===== config.mk =====
export PLATFORM = sky130hd
export DESIGN_NAME = ecg_qrs_preprocess_chain_core
export DESIGN_NICKNAME = d
export VERILOG_FILES = /design/src/rtl/ecgqrs_pkg.sv /design/src/rtl/ecgqrs_cell.sv /design/src/rtl/ecg_qrs_preprocess_chain_core.sv
export SDC_FILE = /design/constraint.sdc
export NUM_CORES = 2
export LEC_CHECK = 0
export BUFFER_PORTS_ARGS = -buffer_cell sky130_fd_sc_hd__buf_2
export CORE_ASPECT_RATIO = 0.9
export CORE_UTILIZATION = 50
export CTS_CLUSTER_DIAMETER = 200
export DETAILED_ROUTE_END_ITERATION = 8
export GPL_TIMING_DRIVEN = 0
export PLACE_DENSITY = 0.67
export SLEW_MARGIN = 10
export SYNTH_ARGS = -nofsm -noshare
export SYNTH_HDL_FRONTEND = slang
export SYNTH_SLANG_ARGS = --single-unit

===== constraint.sdc =====
create_clock -name clk -period 9.9 [get_ports clk]
set_input_delay 1.98 -clock clk [delete_from_list [all_inputs] [get_ports clk]]
set_output_delay 1.98 -clock clk [all_outputs]
set_load 0.01 [all_outputs]

===== src/rtl/ecgqrs_pkg.sv =====
// Shared types, constants and an arithmetic helper for the QRS preprocessing chain.
package ecgqrs_pkg;

  localparam int SAMPLE_W   = 16;
  localparam int WIDE_W     = 19;
  localparam int LP_DEPTH   = 12;
  localparam int HP_DEPTH   = 32;
  localparam int DV_DEPTH   = 4;
  localparam int WINDOW_LEN = 30;

  localparam int SUM_W        = SAMPLE_W + 1 + $clog2(WINDOW_LEN);
  localparam int MAG_W        = SUM_W - 1;
  localparam int QUOT_W       = SAMPLE_W + 1;
  localparam int RECIP_SHIFT  = 28;
  localparam int RECIP_W      = RECIP_SHIFT + 1;
  localparam int RECIP_MULT   = (2 ** RECIP_SHIFT + WINDOW_LEN - 1) / WINDOW_LEN;

  localparam logic [2:0] LP_SHIFT = 3'd5;
  localparam logic [2:0] HP_SHIFT = 3'd5;
  localparam logic [2:0] DV_SHIFT = 3'd3;

  typedef logic signed [SAMPLE_W-1:0] sample_t;
  typedef logic signed [WIDE_W-1:0]   wide_t;
  typedef logic signed [SUM_W-1:0]    sum_t;
  typedef logic [MAG_W-1:0]           mag_t;
  typedef logic [RECIP_W-1:0]         recip_t;
  typedef logic [MAG_W+RECIP_W-1:0]   prod_t;
  typedef logic [QUOT_W-1:0]          quot_t;

  // Signed division by a power of two that rounds toward zero.
  function automatic wide_t sdiv_pow2(input wide_t v, input logic [2:0] sh);
    wide_t bias;
    bias = v[WIDE_W-1] ? ((wide_t'(1) <<< sh) - wide_t'(1)) : '0;
    return (v + bias) >>> sh;
  endfunction

endpackage


===== src/rtl/ecgqrs_cell.sv =====
// One delay cell: a 16-bit register that hands its value to the next cell on each shift.
module ecgqrs_cell (
  input  logic                clk,
  input  logic                rst_n,
  input  logic                shift_en,
  input  ecgqrs_pkg::sample_t d_in,
  output ecgqrs_pkg::sample_t d_out
);
  import ecgqrs_pkg::*;

  sample_t val_r;

  always_ff @(posedge clk) begin
    if (!rst_n) begin
      val_r <= '0;
    end else if (shift_en) begin
      val_r <= d_in;
    end
  end

  assign d_out = val_r;

endmodule


===== src/rtl/ecg_qrs_preprocess_chain_core.sv =====
// Top level of the QRS preprocessing chain: filters, derivative, square and window mean.
// The block takes one sample per clock while in_ready is high and returns one item per
// sample carrying every stage output. It is a six-stage pipeline (low-pass, high-pass,
// derivative, square, window sum, window mean); an accepted item moves through the
// stage registers in that order and out_valid rises when the last stage holds it. The
// delay lines are rows of shift cells that advance only when their stage takes an item,
// so back-pressure stalls the pipe without losing state, and empty stages keep
// accepting while a finished item waits on the output.
module ecg_qrs_preprocess_chain_core (
  input  logic                clk,
  input  logic                rst_n,
  input  logic                in_valid,
  output logic                in_ready,
  input  ecgqrs_pkg::sample_t in_sample,
  output logic                out_valid,
  input  logic                out_ready,
  output ecgqrs_pkg::sample_t out_low_passed,
  output ecgqrs_pkg::sample_t out_high_passed,
  output ecgqrs_pkg::sample_t out_slope,
  output ecgqrs_pkg::sample_t out_squared,
  output ecgqrs_pkg::sample_t out_integrated
);
  import ecgqrs_pkg::*;

  logic v1_r, v2_r, v3_r, v4_r, v5_r, v6_r;
  logic rdy1, rdy2, rdy3, rdy4, rdy5, rdy6;
  logic en1, en2, en3, en4, en5, en6;

  sample_t lp_r, lp_old_r, lp2_r, lp3_r, lp4_r, lp5_r;
  sample_t hp_r, hp3_r, hp4_r, hp5_r;
  sample_t d_r, d4_r, d5_r;
  sample_t s_r, s5_r;
  sum_t    sum_r;

  sample_t lpx_chain [LP_DEPTH+1];
  sample_t hpx_chain [HP_DEPTH+1];
  sample_t dv_chain  [DV_DEPTH+1];
  sample_t win_chain [WINDOW_LEN+1];

  wide_t   lp_fir, lp_sum, hp_sum, dv_sum, dv_q;
  sample_t lp_nxt, hp_nxt, d_nxt, s_nxt, mean_nxt;
  logic signed [2*SAMPLE_W-1:0] sq_full;
  sum_t    sum_nxt;
  mag_t    mag;
  prod_t   prod;
  quot_t   quot, quot_signed;

  // Stall propagation through the pipe.
  assign rdy6 = !v6_r || out_ready;
  assign rdy5 = !v5_r || rdy6;
  assign rdy4 = !v4_r || rdy5;
  assign rdy3 = !v3_r || rdy4;
  assign rdy2 = !v2_r || rdy3;
  assign rdy1 = !v1_r || rdy2;

  assign en1 = in_valid && rdy1;
  assign en2 = v1_r && rdy2;
  assign en3 = v2_r && rdy3;
  assign en4 = v3_r && rdy4;
  assign en5 = v4_r && rdy5;
  assign en6 = v5_r && rdy6;

  assign in_ready  = rdy1;
  assign out_valid = v6_r;

  assign lpx_chain[0] = in_sample;
  assign hpx_chain[0] = lp_r;
  assign dv_chain[0]  = hp_r;
  assign win_chain[0] = s_r;

  genvar g;
  generate
    for (g = 0; g < LP_DEPTH; g++) begin : g_lpx
      ecgqrs_cell u_cell (
        .clk(clk), .rst_n(rst_n), .shift_en(en1),
        .d_in(lpx_chain[g]), .d_out(lpx_chain[g+1])
      );
    end
    for (g = 0; g < HP_DEPTH; g++) begin : g_hpx
      ecgqrs_cell u_cell (
        .clk(clk), .rst_n(rst_n), .shift_en(en2),
        .d_in(hpx_chain[g]), .d_out(hpx_chain[g+1])
      );
    end
    for (g = 0; g < DV_DEPTH; g++) begin : g_dv
      ecgqrs_cell u_cell (
        .clk(clk), .rst_n(rst_n), .shift_en(en3),
        .d_in(dv_chain[g]), .d_out(dv_chain[g+1])
      );
    end
    for (g = 0; g < WINDOW_LEN; g++) begin : g_win
      ecgqrs_cell u_cell (
        .clk(clk), .rst_n(rst_n), .shift_en(en5),
        .d_in(win_chain[g]), .d_out(win_chain[g+1])
      );
    end
  endgenerate

  always_comb begin
    lp_fir = wide_t'(in_sample) - (wide_t'(lpx_chain[6]) <<< 1) + wide_t'(lpx_chain[12]);
    lp_sum = (wide_t'(lp_r) <<< 1) - wide_t'(lp_old_r) + sdiv_pow2(lp_fir, LP_SHIFT);
    lp_nxt = lp_sum[SAMPLE_W-1:0];

    hp_sum = wide_t'(hp_r) - sdiv_pow2(wide_t'(lp_r), HP_SHIFT)
             + wide_t'(hpx_chain[16]) - wide_t'(hpx_chain[17])
             + sdiv_pow2(wide_t'(hpx_chain[32]), HP_SHIFT);
    hp_nxt = hp_sum[SAMPLE_W-1:0];

    dv_sum = (wide_t'(hp_r) <<< 1) + wide_t'(dv_chain[1]) - wide_t'(dv_chain[3])
             - (wide_t'(dv_chain[4]) <<< 1);
    dv_q   = sdiv_pow2(dv_sum, DV_SHIFT);
    d_nxt  = dv_q[SAMPLE_W-1:0];

    sq_full = d_r * d_r;
    s_nxt   = sq_full[SAMPLE_W-1:0];

    sum_nxt = sum_r - sum_t'(win_chain[WINDOW_LEN]) + sum_t'(s_r);

    mag  = sum_r[SUM_W-1] ? mag_t'(-sum_r) : mag_t'(sum_r);
    prod = prod_t'(mag) * prod_t'(recip_t'(RECIP_MULT));
    quot = prod[RECIP_SHIFT +: QUOT_W];
    quot_signed = sum_r[SUM_W-1] ? (quot_t'(0) - quot) : quot;
    mean_nxt = quot_signed[SAMPLE_W-1:0];
  end

  always_ff @(posedge clk) begin
    if (!rst_n) begin
      v1_r     <= 1'b0;
      v2_r     <= 1'b0;
      v3_r     <= 1'b0;
      v4_r     <= 1'b0;
      v5_r     <= 1'b0;
      v6_r     <= 1'b0;
      lp_r     <= '0;
      lp_old_r <= '0;
      hp_r     <= '0;
      sum_r    <= '0;
    end else begin
      if (rdy1) v1_r <= in_valid;
      if (rdy2) v2_r <= v1_r;
      if (rdy3) v3_r <= v2_r;
      if (rdy4) v4_r <= v3_r;
      if (rdy5) v5_r <= v4_r;
      if (rdy6) v6_r <= v5_r;
      if (en1) begin
        lp_old_r <= lp_r;
        lp_r     <= lp_nxt;
      end
      if (en2) begin
        hp_r <= hp_nxt;
      end
      if (en5) begin
        sum_r <= sum_nxt;
      end
    end
  end

  always_ff @(posedge clk) begin
    if (en2) begin
      lp2_r <= lp_r;
    end
    if (en3) begin
      lp3_r <= lp2_r;
      hp3_r <= hp_r;
      d_r   <= d_nxt;
    end
    if (en4) begin
      lp4_r <= lp3_r;
      hp4_r <= hp3_r;
      d4_r  <= d_r;
      s_r   <= s_nxt;
    end
    if (en5) begin
      lp5_r <= lp4_r;
      hp5_r <= hp4_r;
      d5_r  <= d4_r;
      s5_r  <= s_r;
    end
    if (en6) begin
      out_low_passed  <= lp5_r;
      out_high_passed <= hp5_r;
      out_slope       <= d5_r;
      out_squared     <= s5_r;
      out_integrated  <= mean_nxt;
    end
  end

endmodule


== Yosys cells after proc, flatten, opt, wreduce, memory -nomap -nowiden ==
Index checks and enable logic that the tools add are counted.
Word-level totals
  input port bits: 20
  register bits: 1596
  output and inout bits: 82
  logic and storage cells: 150
Operators by class
  multiply operators: 2
  reduce and logical (&&, ||, !) cells: 18
  add/sub/neg operators: 19
  mux-type cells: 6
Operator list (count)
  $mul 21x24->44 const B: 1
  $add 16x6->17: 2
  $sub 16x16->16: 2
  $add 22x16->22: 1
  $sub 22x16->22: 1
  $mux 21: 1
  $neg 21->21: 1
  $add 18x16->19: 1
  $add 19x4->19: 1
  $add 19x6->19: 1
  $sub 18x16->19: 1
  $sub 19x17->19: 1
  $add 17x16->18: 1
  $sub 16x17->18: 1
  $add 16x12->16: 1
  $add 16x14->16: 1
  $add 16x16->16: 1
  $mul 16x16->16: 1
  $mux 16: 1
  $sub 1x16->16 const A: 1
  $sub 16x12->16: 1
  $mux 5: 3
  $logic_and 1x1->1: 6
  $logic_not 1->1: 6
  other kinds (2): 7

== Logic depth before layout (Yosys ltp) ==
  word-level depth: 8
  depth in mapped cells: 32

== By module ==
Synthesis repeated with hierarchy kept, for this count alone.
Unflattened totals
  cells, all modules: 6667
  area total of the unflattened synthesis: 76090.5 µm²
Modules (own cells, without submodules)
  ecgqrs_cell: times used 78, area each 615.6 µm², sequential area each 320.3 µm², cells an instance 51
  ecg_qrs_preprocess_chain_core: times used 1, area each 28074.4 µm², sequential area each 9509.1 µm², cells an instance 2689

== Worst setup path after synthesis ==
OpenSTA, ideal clock, no wires.
  path kind: input to register
  start point: input port in_sample[5]
  end point: register lp_r[15]
  path buffers: 0
  stages: 29
  path slack: 1.483 ns
  data arrival time: 8.284 ns
  setup time: 0.133 ns
  cell sequence: inv_1 fa_1 inv_1 ha_1 a21oi_1 a2bb2oi_1 nand2b_1 o211ai_1 a21oi_1 o21ai_1 ha_1 a2111oi_0 o21ai_0 o2111ai_1 nor2_1 xor2_1 fa_1 ha_1 nor2b_1 o21ai_0 a21boi_0 o211ai_1 a21oi_1 a2111o_1 and3_1 a211oi_1 nor3_1 mux2i_1 o2111ai_1
On the way
  longest elaborated chain between the ends: 5
Ends and longest elaborated chain
  start, declared: line ecg_qrs_preprocess_chain_core.sv:14  | input ecgqrs_pkg::sample_t in_sample,
  $sub 16x17->18 *: line ecg_qrs_preprocess_chain_core.sv:100  | lp_fir = wide_t'(in_sample) - (wide_t'(lpx_chain[6]) <<< 1) + wide_t'(lpx_chain[12]);
  $add 18x16->19 *: line ecg_qrs_preprocess_chain_core.sv:100
  $mux 5: line ecgqrs_pkg.sv:33  | bias = v[WIDE_W-1] ? ((wide_t'(1) <<< sh) - wide_t'(1)) : '0;
  $add 19x6->19 *: line ecgqrs_pkg.sv:34  | return (v + bias) >>> sh;
  $add 16x14->16 *: line ecg_qrs_preprocess_chain_core.sv:101  | lp_sum = (wide_t'(lp_r) <<< 1) - wide_t'(lp_old_r) + sdiv_pow2(lp_fir, LP_SHIFT);
  end signal, assigned: line ecg_qrs_preprocess_chain_core.sv:147  | lp_r <= lp_nxt;
  end, declared: line ecg_qrs_preprocess_chain_core.sv:29  | sample_t lp_r, lp_old_r, lp2_r, lp3_r, lp4_r, lp5_r;
Every way passes the cells marked *; elsewhere a longest branch is shown, timed or not.
A chain may end at the register's enable or synchronous reset.

== Final worst setup path ==
  start point: input port in_sample[7]
  end point: register lp_r[15]
Same word-level chain as after synthesis.

==> reports/metrics.csv <==
metric,value,unit
grt_pass1_wl,270000,um
drt-total-wl,169000,um
regArea,33900,um^2
overflow,0,
syn-num-nets,8443,
worst_pin_slew,1.15,ns
hold_path.class,reg -> reg,
cts_resized,0,
drt-initial-drc-count,3588,
route.antenna.remaining_nets,0,
grt_pass1_vias,50739,
rows,128,
critPathArrivalTime,9.86,ns
cts_tree,yes,
final_nets,8710,
grt_antenna_before_repair,6,
p_leak,28.0,nW
fin_crit_sh,92.8,%
rsz0062_at_grt,false,
maxSlewHeadroom,23.0,%
hold_viol,0,
post-cts-setup-buffers,0,
cts_hold_buf,0,
holdPathStages,0,
synth_cell_types,80,
regToRegStartpoint,sum_r[21],
dpl.hpwl,128000,um
synth_seq_cells,1560,
setup_viol,0,
start_util,50.5,%
layout_commonest_cell,nand2_1,
postPlaceCellArea,71600,um^2
power_density,285,nW/um^2
layout-drive-gt1-share,4.74,%
ys_warn_count,0,
die_x,392,um
synthArstFlopShare,0,%
diodes,0,
outcome,"finished, final reports clean",
r2r_end,out_integrated[13],
path_common_cell,ha_1,
min-delay-start,lp2_r[14],
cap_violations,0,
io_buffers,100,
grt_max_degree,58,
cts.sink_count,1560,
whs,0.413,ns
coreArea,136000,um^2
io_pins,102,
die_y,353,um
critPathMaxStageDelay,0.56,ns
cp_max_fo,8,
peakVddDrop,541,uV
gp_congestion,0.905,
power.total,21.9,mW
fmax,109,MHz
ctsHtreeMaxLevel,4,
synth-edff-count,266,
slew_violations,0,
die_area,139000,um^2
synth_ff_type,dfxtp_1,
syn_area_per_cell,8.72,um^2
whs_endpoint,lp3_r[14],
route.detailed.drc,0,
period_needed,9.19,ns
first_pass_iters,6,
post_drt_via_cell_ratio,5.23,
required,10.58,ns
critPathSlowestCell,o21ai_1,
critPathCaptureType,flop,
final_area,76800,um^2
areaGrowthSynthToFinish,12.0,%
vias,52684,
clock_skew,0.0218,ns
nFillCells,12176,
reg2reg_depth,23,
clk_pin_slew,0.06,ns
multi_input_area,31100,um^2
numCtsBuffers,157,
clk_latency,0.81,ns
grt_usage,24.4,%
syn-cell-area,68500,um^2
seq_area_frac_synth,49.4,%
rrSetupSlack,1.02,ns
drt-wirelength-per-cell,16.8,um
syn_inst,7859,
ctsRootBufferMaster,clkbuf_16,
critical_path_class,in -> reg,
clockBufferDepth,3,
startpoint_type,input pin,
most-common-layout-cells,"nand2_1, a21oi_1, dfxtp_1, inv_1, clkbuf_1",
==> through the flow <==
stage	std cells	setup WS [ns]	setup TNS (ns)	utilization, %
final	10075	0.711	0	56.6
after global placement	9779	-0.313	-18.73	52.6
after global routing	10075	0.216	0	56.6
after floorplan	7859	1.48	0	-
after CTS	10075	0.895	0	56.6
after detailed placement	9787	0.0507	0	52.7
==> power by group <==
part	switching [mW]	internal [mW]
clock network	2.57	3.39
registers	0.280	6.94
logic	4.88	3.79
==> sequential cells by signal (all words and copies together) (netlist names), 16 cells and up <==
register,flops
d4_r,16
d_r,16
hp_r,16
d5_r,16
out_low_passed,16
hp4_r,16
out_high_passed,16
hp5_r,16
lp2_r,16
g_win.u_cell.d_out,450
g_dv.u_cell.d_out,64
g_hpx.u_cell.d_out,512
lp_old_r,16
lp5_r,16
hp3_r,16
out_slope,16
g_lpx.u_cell.d_out,192
sum_r,22
lp4_r,16
lp3_r,16
out_integrated,16
lp_r,16
==> cell usage after synthesis, drive strengths merged (5+ instances only) <==
cell type	instances	area share, %
a31o	7	0.089
clkbuf	415	2.3
buf	35	0.21
inv	503	2.8
a21oi	1368	10
a211oi	13	0.15
edfxtp	266	12
xor2	50	0.64
nand4	14	0.14
fa	250	7.3
nor4	7	0.064
nor2	106	0.58
nand2b	19	0.17
and2	45	0.41
a31oi	11	0.10
o41ai	7	0.089
nor3	30	0.22
or2	8	0.073
o211ai	10	0.11
a2111oi	6	0.11
nand2	2625	14
and4	7	0.089
nor2b	24	0.22
o21bai	12	0.13
a21o	36	0.39
dfxtp	1294	38
ha	314	5.7
or3	9	0.082
o31ai	13	0.15
and3	13	0.13
nand3	39	0.29
xnor2	147	1.9
o21ai	72	0.53
o21a	17	0.19
or4	5	0.066
==> logic make-up (layout without fill, tap and decap cells) <==
family	after synthesis	in the layout	synth area share (%)
AOI/OAI and AO/OA	1612	1612	12.6
xor gates and xnor gates	198	198	2.56
adders and majority gates	564	564	13.0
buffers and inverters	954	1350	5.24
DFF	1560	1560	49.4
muxes	4	4	0.0602
other	1	1	0.00547
and+or+nand+nor	2966	2966	17.1
==> worst max path at each step <==
stage / from / end / slack (ns) / cells past startpoint
2_1_floorplan: in_sample[5] / lp_r[15] / 1.48 / 29
3_3_place_gp: out_ready / d4_r[3] / -0.31 / 3
3_5_place_dp: in_sample[7] / lp_r[15] / 0.05 / 30
4_1_cts: in_sample[7] / lp_r[15] / 0.89 / 30
5_1_grt: in_sample[5] / lp_r[15] / 0.22 / 30
6_report: in_sample[7] / lp_r[15] / 0.71 / 30
==> layer usage <==
layer	vias up	part of all wire [%]	GRT usage, %	wire (um)
li1	26031	-	-	-
met2	1192	44	37.8	74800
met1	25241	48	35.5	81500
met3	218	5.3	3.41	9020
met4	2	2.3	6.83	3830
met5	-	0.0071	0	12
==> area by class of cell <==
class                      instances  share of cell area (%)
buffer                           450                    2.22
clock buffer                     235                    5.97
clock inverter                    53                   0.833
inverter                         504                    2.46
multi-input combinational       5345                    40.5
sequential                      1560                    44.1
tap                             1820                    2.97
timing repair buffer             108                   0.909
==> critical path: cells and delay by family <==
kind | cells | cell delay [ns]
AO/OA/AOI/OAI | 15 | 4.45
XOR/XNOR | 1 | 0.24
adder cells (fa/ha/maj) | 5 | 2.04
buffers and inverters | 3 | 0.21
multiplexers | 1 | 0.16
AND/OR/NAND/NOR | 5 | 0.74
Note: power is estimated with default switching activity, not from simulation.
